**src/design/ili_ram.sv**
```systemverilog
// Generic simple dual-port RAM: one write port, one read port with registered data.
module ili_ram #(
    parameter int WIDTH = 8,
    parameter int DEPTH = 16
) (
    input  logic                     clk,
    input  logic                     we,
    input  logic [$clog2(DEPTH)-1:0] waddr,
    input  logic [WIDTH-1:0]         wdata,
    input  logic                     re,
    input  logic [$clog2(DEPTH)-1:0] raddr,
    output logic [WIDTH-1:0]         rdata
);

    logic [WIDTH-1:0] mem [DEPTH];

    always_ff @(posedge clk)
    begin
        if (we)
        begin
            mem[waddr] <= wdata;
        end
        if (re)
        begin
            rdata <= mem[raddr];
        end
    end

endmodule

```
**config.mk**
```make
export PLATFORM = sky130hd
export DESIGN_NAME = ili_ram
export DESIGN_NICKNAME = d
export VERILOG_FILES = /design/src/design/ili_ram.sv
export SDC_FILE = /design/constraint.sdc
export NUM_CORES = 1
export LEC_CHECK = 0
export BUFFER_PORTS_ARGS = -buffer_cell sky130_fd_sc_hd__buf_2
export CORE_AREA = 2 2 111 113
export CTS_BUF_LIST = sky130_fd_sc_hd__clkbuf_4 sky130_fd_sc_hd__clkbuf_8
export DETAILED_ROUTE_END_ITERATION = 8
export DIE_AREA = 0 0 113 115
export GPL_TIMING_DRIVEN = 0
export SLEW_MARGIN = 5
export SYNTH_ARGS = -nofsm -noshare
export SYNTH_HDL_FRONTEND = slang
export SYNTH_SLANG_ARGS = --single-unit
```
**constraint.sdc**
```tcl
create_clock -name clk -period 2.29 [get_ports clk]
set_input_delay 0 -clock clk [delete_from_list [all_inputs] [get_ports clk]]
set_output_delay 0 -clock clk [all_outputs]
set_load 0.05 [all_outputs]
```
==> out/metrics.cfg, run 1 <==
[layout]
design_area_um2=6040
diodes=0
drive_gt1_share_pct=29.2
nets=301
fin_util_pct=51.2
area_growth_pct=15.6
fin_cells=442

[sta]
hold_viol=0
worst_slack_ns=0.688
fin_crit_ns=1.60
tightest_slew_ns=1.28
fmax_ghz=0.624
fin_crit_sh_pct=70.0
skew_ns=0.0194
setup_violations=0
maxSlewHeadroom_pct=14.0
rsz0062_at_grt=false
tns_ns=0
finalMaxSlewViolations=0

[placement]
dpl_cell_area_um2=5540
pre_cts_ws_ns=0.185
hpwl_um=6100
post-place-cells=401
place_congestion=0.734
portBuffers=25

[drt]
drtPass1Iterations=6
via_per_inst=5.37
antenna_left=0
totalWireLength_um=9550
drc=3
route.vias.total=2375
wl_per_cell_um=21.6
drt-initial-drc-count=148

[synthesis]
async_flop_share_pct=0
avgSynthCellArea_um2=22.8
synth_top_cells_by_area=edfxtp_1 (78%), mux4_2 (7.8%), mux4_1 (7.0%), a22oi_1 (2.3%), nor2_1 (0.93%)
syn-num-nets=248
synth_seq_cells=136
yosys.area.top_type=edfxtp_1
synth_top_area_share_pct=78.1
synth_area_um2=5230
synth_edf_count=136
synth_commonest_cells=edfxtp_1 (136), mux4_2 (18), a22oi_1 (16)
synth-warning-count=0
synth_flop_cell=edfxtp_1
yosysUniqueCellTypes=18
synth_most_common_cell=edfxtp_1
ys_seq_area_share_pct=78.1
syn-instance-count=229

[floorplanning]
start_util_pct=44.3
fp.coreArea_um2=11800
fp.dieH_um=115
num_rows=40
ios=27
fp.dieW_um=113
die_area_um2=13000

[grt]
grt_antenna_before_repair=0
grt-ovfl-total=0
gr-usage-all-layers_pct=15.9
grt_pass1_vias=2393
grt_pass1_wl_um=14200
grt_max_degree=17

[worst_setup_path]
regToRegSetupSlack_ns=0.73
cp-start-kind=input pin
cp_max_fo=8
worstPathArrival_ns=1.63
crit_type=input pin to flip-flop
required_ns=2.32
r2r_cells=3
cp-end-kind=flip-flop

[cts]
cts.sinks=136
numCtsBuffers=17
worstSkewPairLatency_ns=0.43
cts_root_buf=clkbuf_8
path_clk_slew_ns=0.08
postCtsSetupBuffers=0
cts_tree=yes
clock_path_buffers=2
h-tree-depth=4

[min_path]
whs_path_depth=2
min_path_type=input pin to flip-flop

[outcome]
outcome=finished with violations
failed_checks=design-rule violations

[pwr]
ir_drop_mv=0.276
p_leak_nw=1.99
powerDensity_nw_per_um2=845

[job]
max_cap_viol_count=0

[final timing paths]
kind                                 start         to
worst min-delay path              waddr[0]  mem[8][3]
worst max register to register   mem[0][0]   rdata[0]
worst max-delay path              waddr[2]  mem[0][6]
worst min register to register  mem[11][3]   rdata[3]
[report_power, final]
part           switching [mW]  internal, mW
clock                   0.904          1.08
combinational           0.195         0.118
sequential             0.0107          2.80
total                    1.11          4.00
[metrics by stage]
stage | total power [mW] | hold slack, ns
2_1_floorplan | 3.05 | 0.0989
3_3_place_gp | 3.17 | 0.365
3_5_place_dp | 3.17 | 0.365
4_1_cts | 5.16 | 0.117
5_1_grt | 5.29 | 0.0692
6_report | 5.11 | 0.0714
[kinds of logic (layout without fill, tap and decap cells)]
| group | count (synthesis) | in the layout | synth area share (%) |
|---|---|---|---|
| flops | 136 | 136 | 78.1 |
| simple gates | 35 | 35 | 3.14 |
| mux | 32 | 32 | 14.8 |
| compound gates | 16 | 16 | 2.30 |
| buf+inv | 10 | 76 | 1.65 |
[cells in the final DEF, fill, tap and decap left out, drive strengths merged]
master,synthesis,routed
a22oi,16,16
and2,1,1
and2b,1,1
buf,7,32
bufinv,0,3
clkbuf,0,17
clkdlybuf4s25,3,3
clkinv,0,6
clkinvlp,0,4
dlygate4sd3,0,9
edfxtp,136,136
inv,0,2
mux4,32,32
nand2,9,9
nand2b,2,2
nand3,1,1
nand3b,2,2
nor2,13,13
nor2b,1,1
nor3,4,4
or3b,1,1
[final cells by class]
class	count	area, um^2
buffer	10	86.3
timing repair buffer	34	215
fill	932	5770
clock inverter	15	178
sequential	136	4080
tap	147	184
multi-input combinational	83	1060
clock buffer	17	234
[routing by layer]
metal / vias up / track usage (%) / wire (um)
li1: 1088 / - / -
met1: 1206 / 21.8 / 4060
met2: 77 / 24.6 / 4800
met3: 4 / 4.11 / 603
met4: 0 / 6.34 / 76
met5: - / 0 / 0
[flip-flops by register name, summed over array words and instances (netlist names)]
register and cells:
mem 128, rdata 8
[critical path, stage by stage]
cell and delay, ns:
buf_2 0.11, or3b_2 0.52, nor3_1 0.99
[what timing repair did]
item,CTS,global route
hold buffers,9,0
resized for setup,0,0
endpoints found under the hold margin,136,0
Power figures use the tool's default switching activity.
==> inputs of run 2 (changes only) <==
ABC_AREA = 1   (was default)
CORE_AREA = 2 2 117 119   (was 2 2 111 113)
DIE_AREA = 0 0 119 121   (was 0 0 113 115)
clock period = 1.5 ns   (was 2.29 ns; I/O delays follow)
==> out/metrics.cfg, run 2 <==
[placement]
hpwl_um=9150  ; +50%
portBuffers=23  ; -8.0%
place_congestion=0.859  ; +17%
dpl_cell_area_um2=6180  ; +12%

[layout]
final_cell_mix=nand2_1 (173), edfxtp_1 (136), inv_1 (100), nand3_1 (97), buf_2 (36)
reg_top3=mem x128, rdata x8
fillers=1165  ; +25%
nets=620  ; +110%
layout_commonest_cell=nand2_1
area_growth_pct=13.3
largest_register_ffs=128  ; unchanged
fin_util_pct=50.6  ; -0.52 points
design_area_um2=6630  ; +9.6%
drive_gt1_share_pct=13.0  ; -16 points
diodes=0  ; unchanged
top_register=mem

[synthesis]
synth_xor_area_share_pct=0  ; unchanged
synth_commonest_cells=nand2_1 (173), edfxtp_1 (136), inv_1 (100)
ys_seq_area_share_pct=69.8  ; -8.3 points
synth_edf_count=136  ; unchanged
synth-warning-count=0  ; unchanged
yosysUniqueCellTypes=11  ; -7
synth_most_common_cell=nand2_1
synthMuxAreaShare_pct=0  ; -15 points
async_flop_share_pct=0  ; unchanged
synth_top_cells_by_area=edfxtp_1 (70%), nand2_1 (11%), nand3_1 (8.3%), inv_1 (6.4%), buf_6 (1.2%)
synth_compound_area_share_pct=0  ; -2.3 points
yosys.area_share.simple_pct=20.8  ; +18 points
synth_seq_cells=136  ; unchanged
synth_top_family_by_area=simple AND/OR/NAND/NOR gates
syn-num-nets=570  ; +130%
synth_top_area_share_pct=69.8  ; -8.3 points
synth_flop_cell=edfxtp_1
synth_fa_ha_area_share_pct=0  ; unchanged
syn-instance-count=551  ; +140%
avgSynthCellArea_um2=10.6  ; -54%
synth_area_um2=5850  ; +12%
yosys.area.top_type=edfxtp_1

[worst_setup_path]
cp_max_fo=1  ; -7
max_stage_delay_ns=0.37  ; -0.62 ns
cp-start-kind=flip-flop
r2r_cells=6  ; +3
path_buf_inv=1  ; unchanged
worstPathCellList=inv_1 > nand2_1 > nand3_1 > nand3_1 > nand3_1 > nand2_1
regToRegSetupSlack_ns=0.31  ; -0.42 ns
worstPathArrival_ns=1.37  ; -0.26 ns
critPathTopFamily=simple AND/OR/NAND/NOR gates
crit_type=flip-flop to flip-flop
cp_slowest_cell=edfxtp_1
cp-end-kind=flip-flop
cpMostUsedCell=nand3_1
timing.rr.start=mem[2][2]
required_ns=1.68  ; -0.64 ns
rr_endpoint=rdata[2]

[drt]
wl_per_cell_um=17.6  ; -19%
antenna_left=0  ; unchanged
route.vias.total=3869  ; +63%
drc=0  ; -3
via_per_inst=4.90  ; -8.9%
drt-initial-drc-count=395  ; +170%
totalWireLength_um=13900  ; +45%
drtPass1Iterations=4  ; -2

[cts]
cts_tree=yes
postCtsSetupBuffers=0  ; unchanged
cts.sinks=136  ; unchanged
h-tree-depth=4  ; unchanged
numCtsBuffers=17  ; unchanged
path_clk_slew_ns=0.08  ; about the same
worstSkewPairLatency_ns=0.44  ; about the same
clock_path_buffers=2  ; unchanged
cts_root_buf=clkbuf_8

[job]
max_cap_viol_count=0  ; unchanged

[pwr]
p_int_mw=5.75  ; +44%
combPwrFrac_pct=8.1  ; +2.0 points
ir_drop_mv=0.479  ; +74%
seqPwrFrac_pct=55.9  ; +0.8 points
swShare_pct=25.1  ; +3.4 points
p_total_mw=7.68  ; +50%
powerDensity_nw_per_um2=1160  ; +37%
power_switching_mw=1.93  ; +74%
p_clk_share_pct=36.0  ; -2.8 points
p_leak_nw=2.84  ; +43%

[grt]
grt_antenna_before_repair=0  ; unchanged
grt_pass1_vias=3687  ; +54%
grt.met1_usage_pct=28.4  ; +6.6 points
gr-usage-all-layers_pct=20.6  ; +4.7 points
grt_pass1_wl_um=21100  ; +49%
grt_busiest_layer=met2
grt-ovfl-total=0  ; unchanged
grt_use_met2_pct=31.5  ; +6.9 points
met3_usage_pct=3.38  ; -0.73 points
grt_max_degree=17  ; unchanged

[floorplanning]
start_util_pct=44.7  ; +0.43 points
ios=27  ; unchanged
fp.dieW_um=119  ; +5.3%
die_area_um2=14400  ; +11%
num_rows=42  ; +5.0%
fp.dieH_um=121  ; +5.2%
fp.coreArea_um2=13100  ; +11%

[sta]
tightest_slew_ns=1.03  ; -0.250 ns
skew_ns=0.00652  ; -0.0129 ns
maxSlewHeadroom_pct=31.1  ; +17 points
fin_crit_sh_pct=79.5
tns_ns=0  ; unchanged
setup_violations=0  ; unchanged
fin_crit_ns=1.19
rsz0062_at_grt=false
hold_viol=0  ; unchanged
hold_ws_ns=0.0187  ; -0.0527 ns
fmax_ghz=0.838
finalMaxSlewViolations=0  ; unchanged

[min_path]
whs_endpoint=mem[2][3]
min_path_type=input pin to flip-flop
whs_path_depth=1  ; -1
hold_start=wdata[3]

[outcome]
outcome=completed

==> run 2: repair_timing <==
item / CTS / global route
hold endpoints to repair: 120 / 0
hold buffers: 8 / 0
setup endpoints to repair: 0 / 0
gates resized for setup: 0 / 0
==> run 2: layout make-up <==
type | count | area (um^2) | share of cell area (%)
sequential | 136 | 4080 | 61.6
multi-input combinational | 289 | 1210 | 18.3
inverter | 102 | 383 | 5.78
clock buffer | 17 | 234 | 3.53
tap | 176 | 220 | 3.32
timing repair buffer | 31 | 195 | 2.95
buffer | 24 | 166 | 2.51
clock inverter | 15 | 130 | 1.96
==> run 2: kinds of logic after synthesis <==
group / Yosys count
buf+inv: 126
flops: 136
simple gates: 289
==> run 2: worst reg2reg max path, cell delays in order, from the launching register on <==
cell	delay, ns
edfxtp_1	0.37
inv_1	0.08
nand2_1	0.05
nand3_1	0.09
nand3_1	0.09
nand3_1	0.16
nand2_1	0.10
==> run 2: power by group through the flow <==
stage / clock [mW] / combinational [mW] / sequential [mW]
floorplan: 0 / 0.300 / 4.44
global placement: 0 / 0.598 / 4.38
detailed placement: 0 / 0.606 / 4.38
CTS: 2.81 / 0.624 / 4.29
global route: 2.96 / 0.680 / 4.30
finish: 2.77 / 0.623 / 4.29
==> run 2: worst max path at each step <==
stage / from / to / slack (ns) / cells after the start
final: mem[2][2] / rdata[2] / 0.31 / 6
after global routing: mem[2][3] / rdata[3] / 0.24 / 6
after CTS: mem[2][2] / rdata[2] / 0.33 / 6
after detailed placement: waddr[3] / mem[6][5] / -0.09 / 3
after global placement: waddr[3] / mem[6][5] / -0.02 / 3
after floorplan: waddr[2] / mem[10][0] / 0.55 / 2
==> run 2: metrics by stage <==
| step | setup WS [ns] | instances |
|---|---|---|
| finish | 0.307 | 790 |
| CTS | 0.327 | 790 |
| floorplan | 0.549 | 551 |
| global placement | -0.0210 | 750 |
| detailed placement | -0.0895 | 750 |
| global route | 0.240 | 790 |
==> run 2: routing by layer <==
metal	vias up	share of wire [%]	wire (um)
li1	1879	-	-
met1	1819	45	6290
met2	142	46	6390
met3	29	5.5	758
met4	0	3.1	435
met5	-	0	0
==> inputs of run 3 (changes only) <==
clock period = 1.25 ns   (was 1.5 ns; I/O delays follow)
==> out/metrics.cfg, run 3 (synthesized netlist as in run 2, its figures left out) <==
[min_path]
min_path_type=input pin to flip-flop

[layout]
largest_register_ffs=128  ; unchanged
design_area_um2=6630  ; about the same
area_growth_pct=13.4  ; about the same
drive_gt1_share_pct=13.2  ; +0.16 points
diodes=0  ; unchanged
reg_top3=mem x128, rdata x8
nets=620  ; unchanged
top_register=mem
final_cell_mix=nand2_1 (173), edfxtp_1 (136), inv_1 (100), nand3_1 (96), buf_2 (36)
layout_commonest_cell=nand2_1
fillers=1164  ; -0.086%

[floorplanning]
fp.dieW_um=119  ; unchanged
start_util_pct=44.7  ; unchanged
fp.dieH_um=121  ; unchanged
ios=27  ; unchanged
die_area_um2=14400  ; unchanged
num_rows=42  ; unchanged
fp.coreArea_um2=13100  ; unchanged

[cts]
worstSkewPairLatency_ns=0.44  ; about the same
cts_tree=yes
postCtsSetupBuffers=0  ; unchanged
cts.sinks=136  ; unchanged
cts_root_buf=clkbuf_8
h-tree-depth=4  ; unchanged
path_clk_slew_ns=0.08  ; about the same
clock_path_buffers=2  ; unchanged
numCtsBuffers=17  ; unchanged

[drt]
wl_per_cell_um=17.5  ; -0.43%
drtPass1Iterations=5  ; +1
drt-initial-drc-count=381  ; -3.5%
antenna_left=0  ; unchanged
via_per_inst=4.87  ; -0.54%
totalWireLength_um=13800  ; -0.43%
drc=0  ; unchanged
route.vias.total=3848  ; -0.54%

[sta]
worst_slack_ns=0.0572  ; -0.250 ns
finalMaxSlewViolations=0  ; unchanged
rsz0062_at_grt=false
fin_crit_ns=1.19  ; -0.000159 ns
fmax_ghz=0.838  ; about the same
setup_violations=0  ; unchanged
maxSlewHeadroom_pct=30.9  ; -0.27 points
fin_crit_sh_pct=95.4  ; +16 points
hold_viol=0  ; unchanged
tns_ns=0  ; unchanged
skew_ns=0.00664  ; +0.000125 ns
tightest_slew_ns=1.03  ; +0.00408 ns

[grt]
grt_antenna_before_repair=0  ; unchanged
grt_pass1_wl_um=21100  ; unchanged
gr-usage-all-layers_pct=20.6  ; unchanged
grt_max_degree=17  ; unchanged
grt-ovfl-total=0  ; unchanged
grt_pass1_vias=3687  ; unchanged

[placement]
pre_cts_ws_ns=-0.340  ; -0.250 ns
hpwl_um=9150  ; unchanged
dpl_cell_area_um2=6180  ; unchanged
place_congestion=0.859  ; unchanged
portBuffers=23  ; unchanged

[outcome]
outcome=completed

[worst_setup_path]
worstPathCellList=inv_1 > nand2_1 > nand3_1 > nand3_1 > nand3_1 > nand2_1
cp-start-kind=flip-flop
cpMostUsedCell=nand3_1
cp-end-kind=flip-flop
cp_max_fo=1  ; unchanged
crit_type=flip-flop to flip-flop
required_ns=1.44  ; -0.24 ns
worstPathArrival_ns=1.38  ; about the same
cp_slowest_cell=edfxtp_1
max_stage_delay_ns=0.37  ; about the same

[job]
max_cap_viol_count=0  ; unchanged

[pwr]
p_leak_nw=2.84  ; about the same
powerDensity_nw_per_um2=1390  ; +20%
ir_drop_mv=0.582  ; +22%

run 3: changes by cell type in the layout (fill, tap and decap cells not counted):
| cell | before | now |
|---|---|---|
| nand3_2 | 0 | 1 |
| nand3_1 | 97 | 96 |
run 3: worst max-delay path: cells and delay by family, from the launching register on:
family	cells	cell delay, ns
and+or+nand+nor	5	0.49
buffers and inverters	1	0.08
DFF	1	0.37
run 3: report_power, final:
group | switching (mW) | internal [mW]
clock network | 1.76 | 1.57
logic | 0.540 | 0.209
registers | 0.0223 | 5.13
total | 2.32 | 6.90
run 3: through the flow:
step                power (mW)  cells  hold slack, ns  util, %
floorplan                 5.69    551          0.0989        -
global placement          5.97    750           0.331     47.2
detailed placement        5.98    750           0.339     47.2
CTS                       9.27    790         0.00190     50.6
global route              9.53    790          0.0123     50.7
finish                    9.23    790          0.0135     50.7
run 3: layout make-up:
| type | count | area, um^2 | share of cell area [%] |
|---|---|---|---|
| Buffer | 24 | 166 | 2.51 |
| Clock buffer | 17 | 234 | 3.53 |
| Clock inverter | 15 | 130 | 1.96 |
| Inverter | 102 | 383 | 5.77 |
| Multi-Input combinational cell | 289 | 1220 | 18.4 |
| Sequential cell | 136 | 4080 | 61.6 |
| Tap cell | 176 | 220 | 3.32 |
| Timing Repair Buffer | 31 | 195 | 2.94 |
run 3: worst paths after layout:
| kind | startpoint | endpoint | slack (ns) | depth (start not counted) |
|---|---|---|---|---|
| setup / recovery | mem[2][2] | rdata[2] | 0.06 | 6 |
| hold / removal | wdata[3] | mem[2][3] | 0.01 | 1 |
| setup reg to reg | mem[2][2] | rdata[2] | 0.06 | 6 |
| hold reg to reg | mem[12][5] | rdata[5] | 0.77 | 6 |
run 3: timing repair:
| item | in CTS | in global routing |
|---|---|---|
| hold buffers | 8 | 0 |
| setup endpoints to repair | 0 | 1 |
| hold endpoints to repair | 120 | 0 |
| gates resized for setup | 0 | 1 |
run 3: per-layer routing:
layer	share of wire [%]	GRT usage [%]	vias up
li1	-	-	1882
met3	5.4	3.38	30
met4	3.0	10.9	0
met5	0	0	-
met2	46	31.5	138
met1	46	28.4	1798
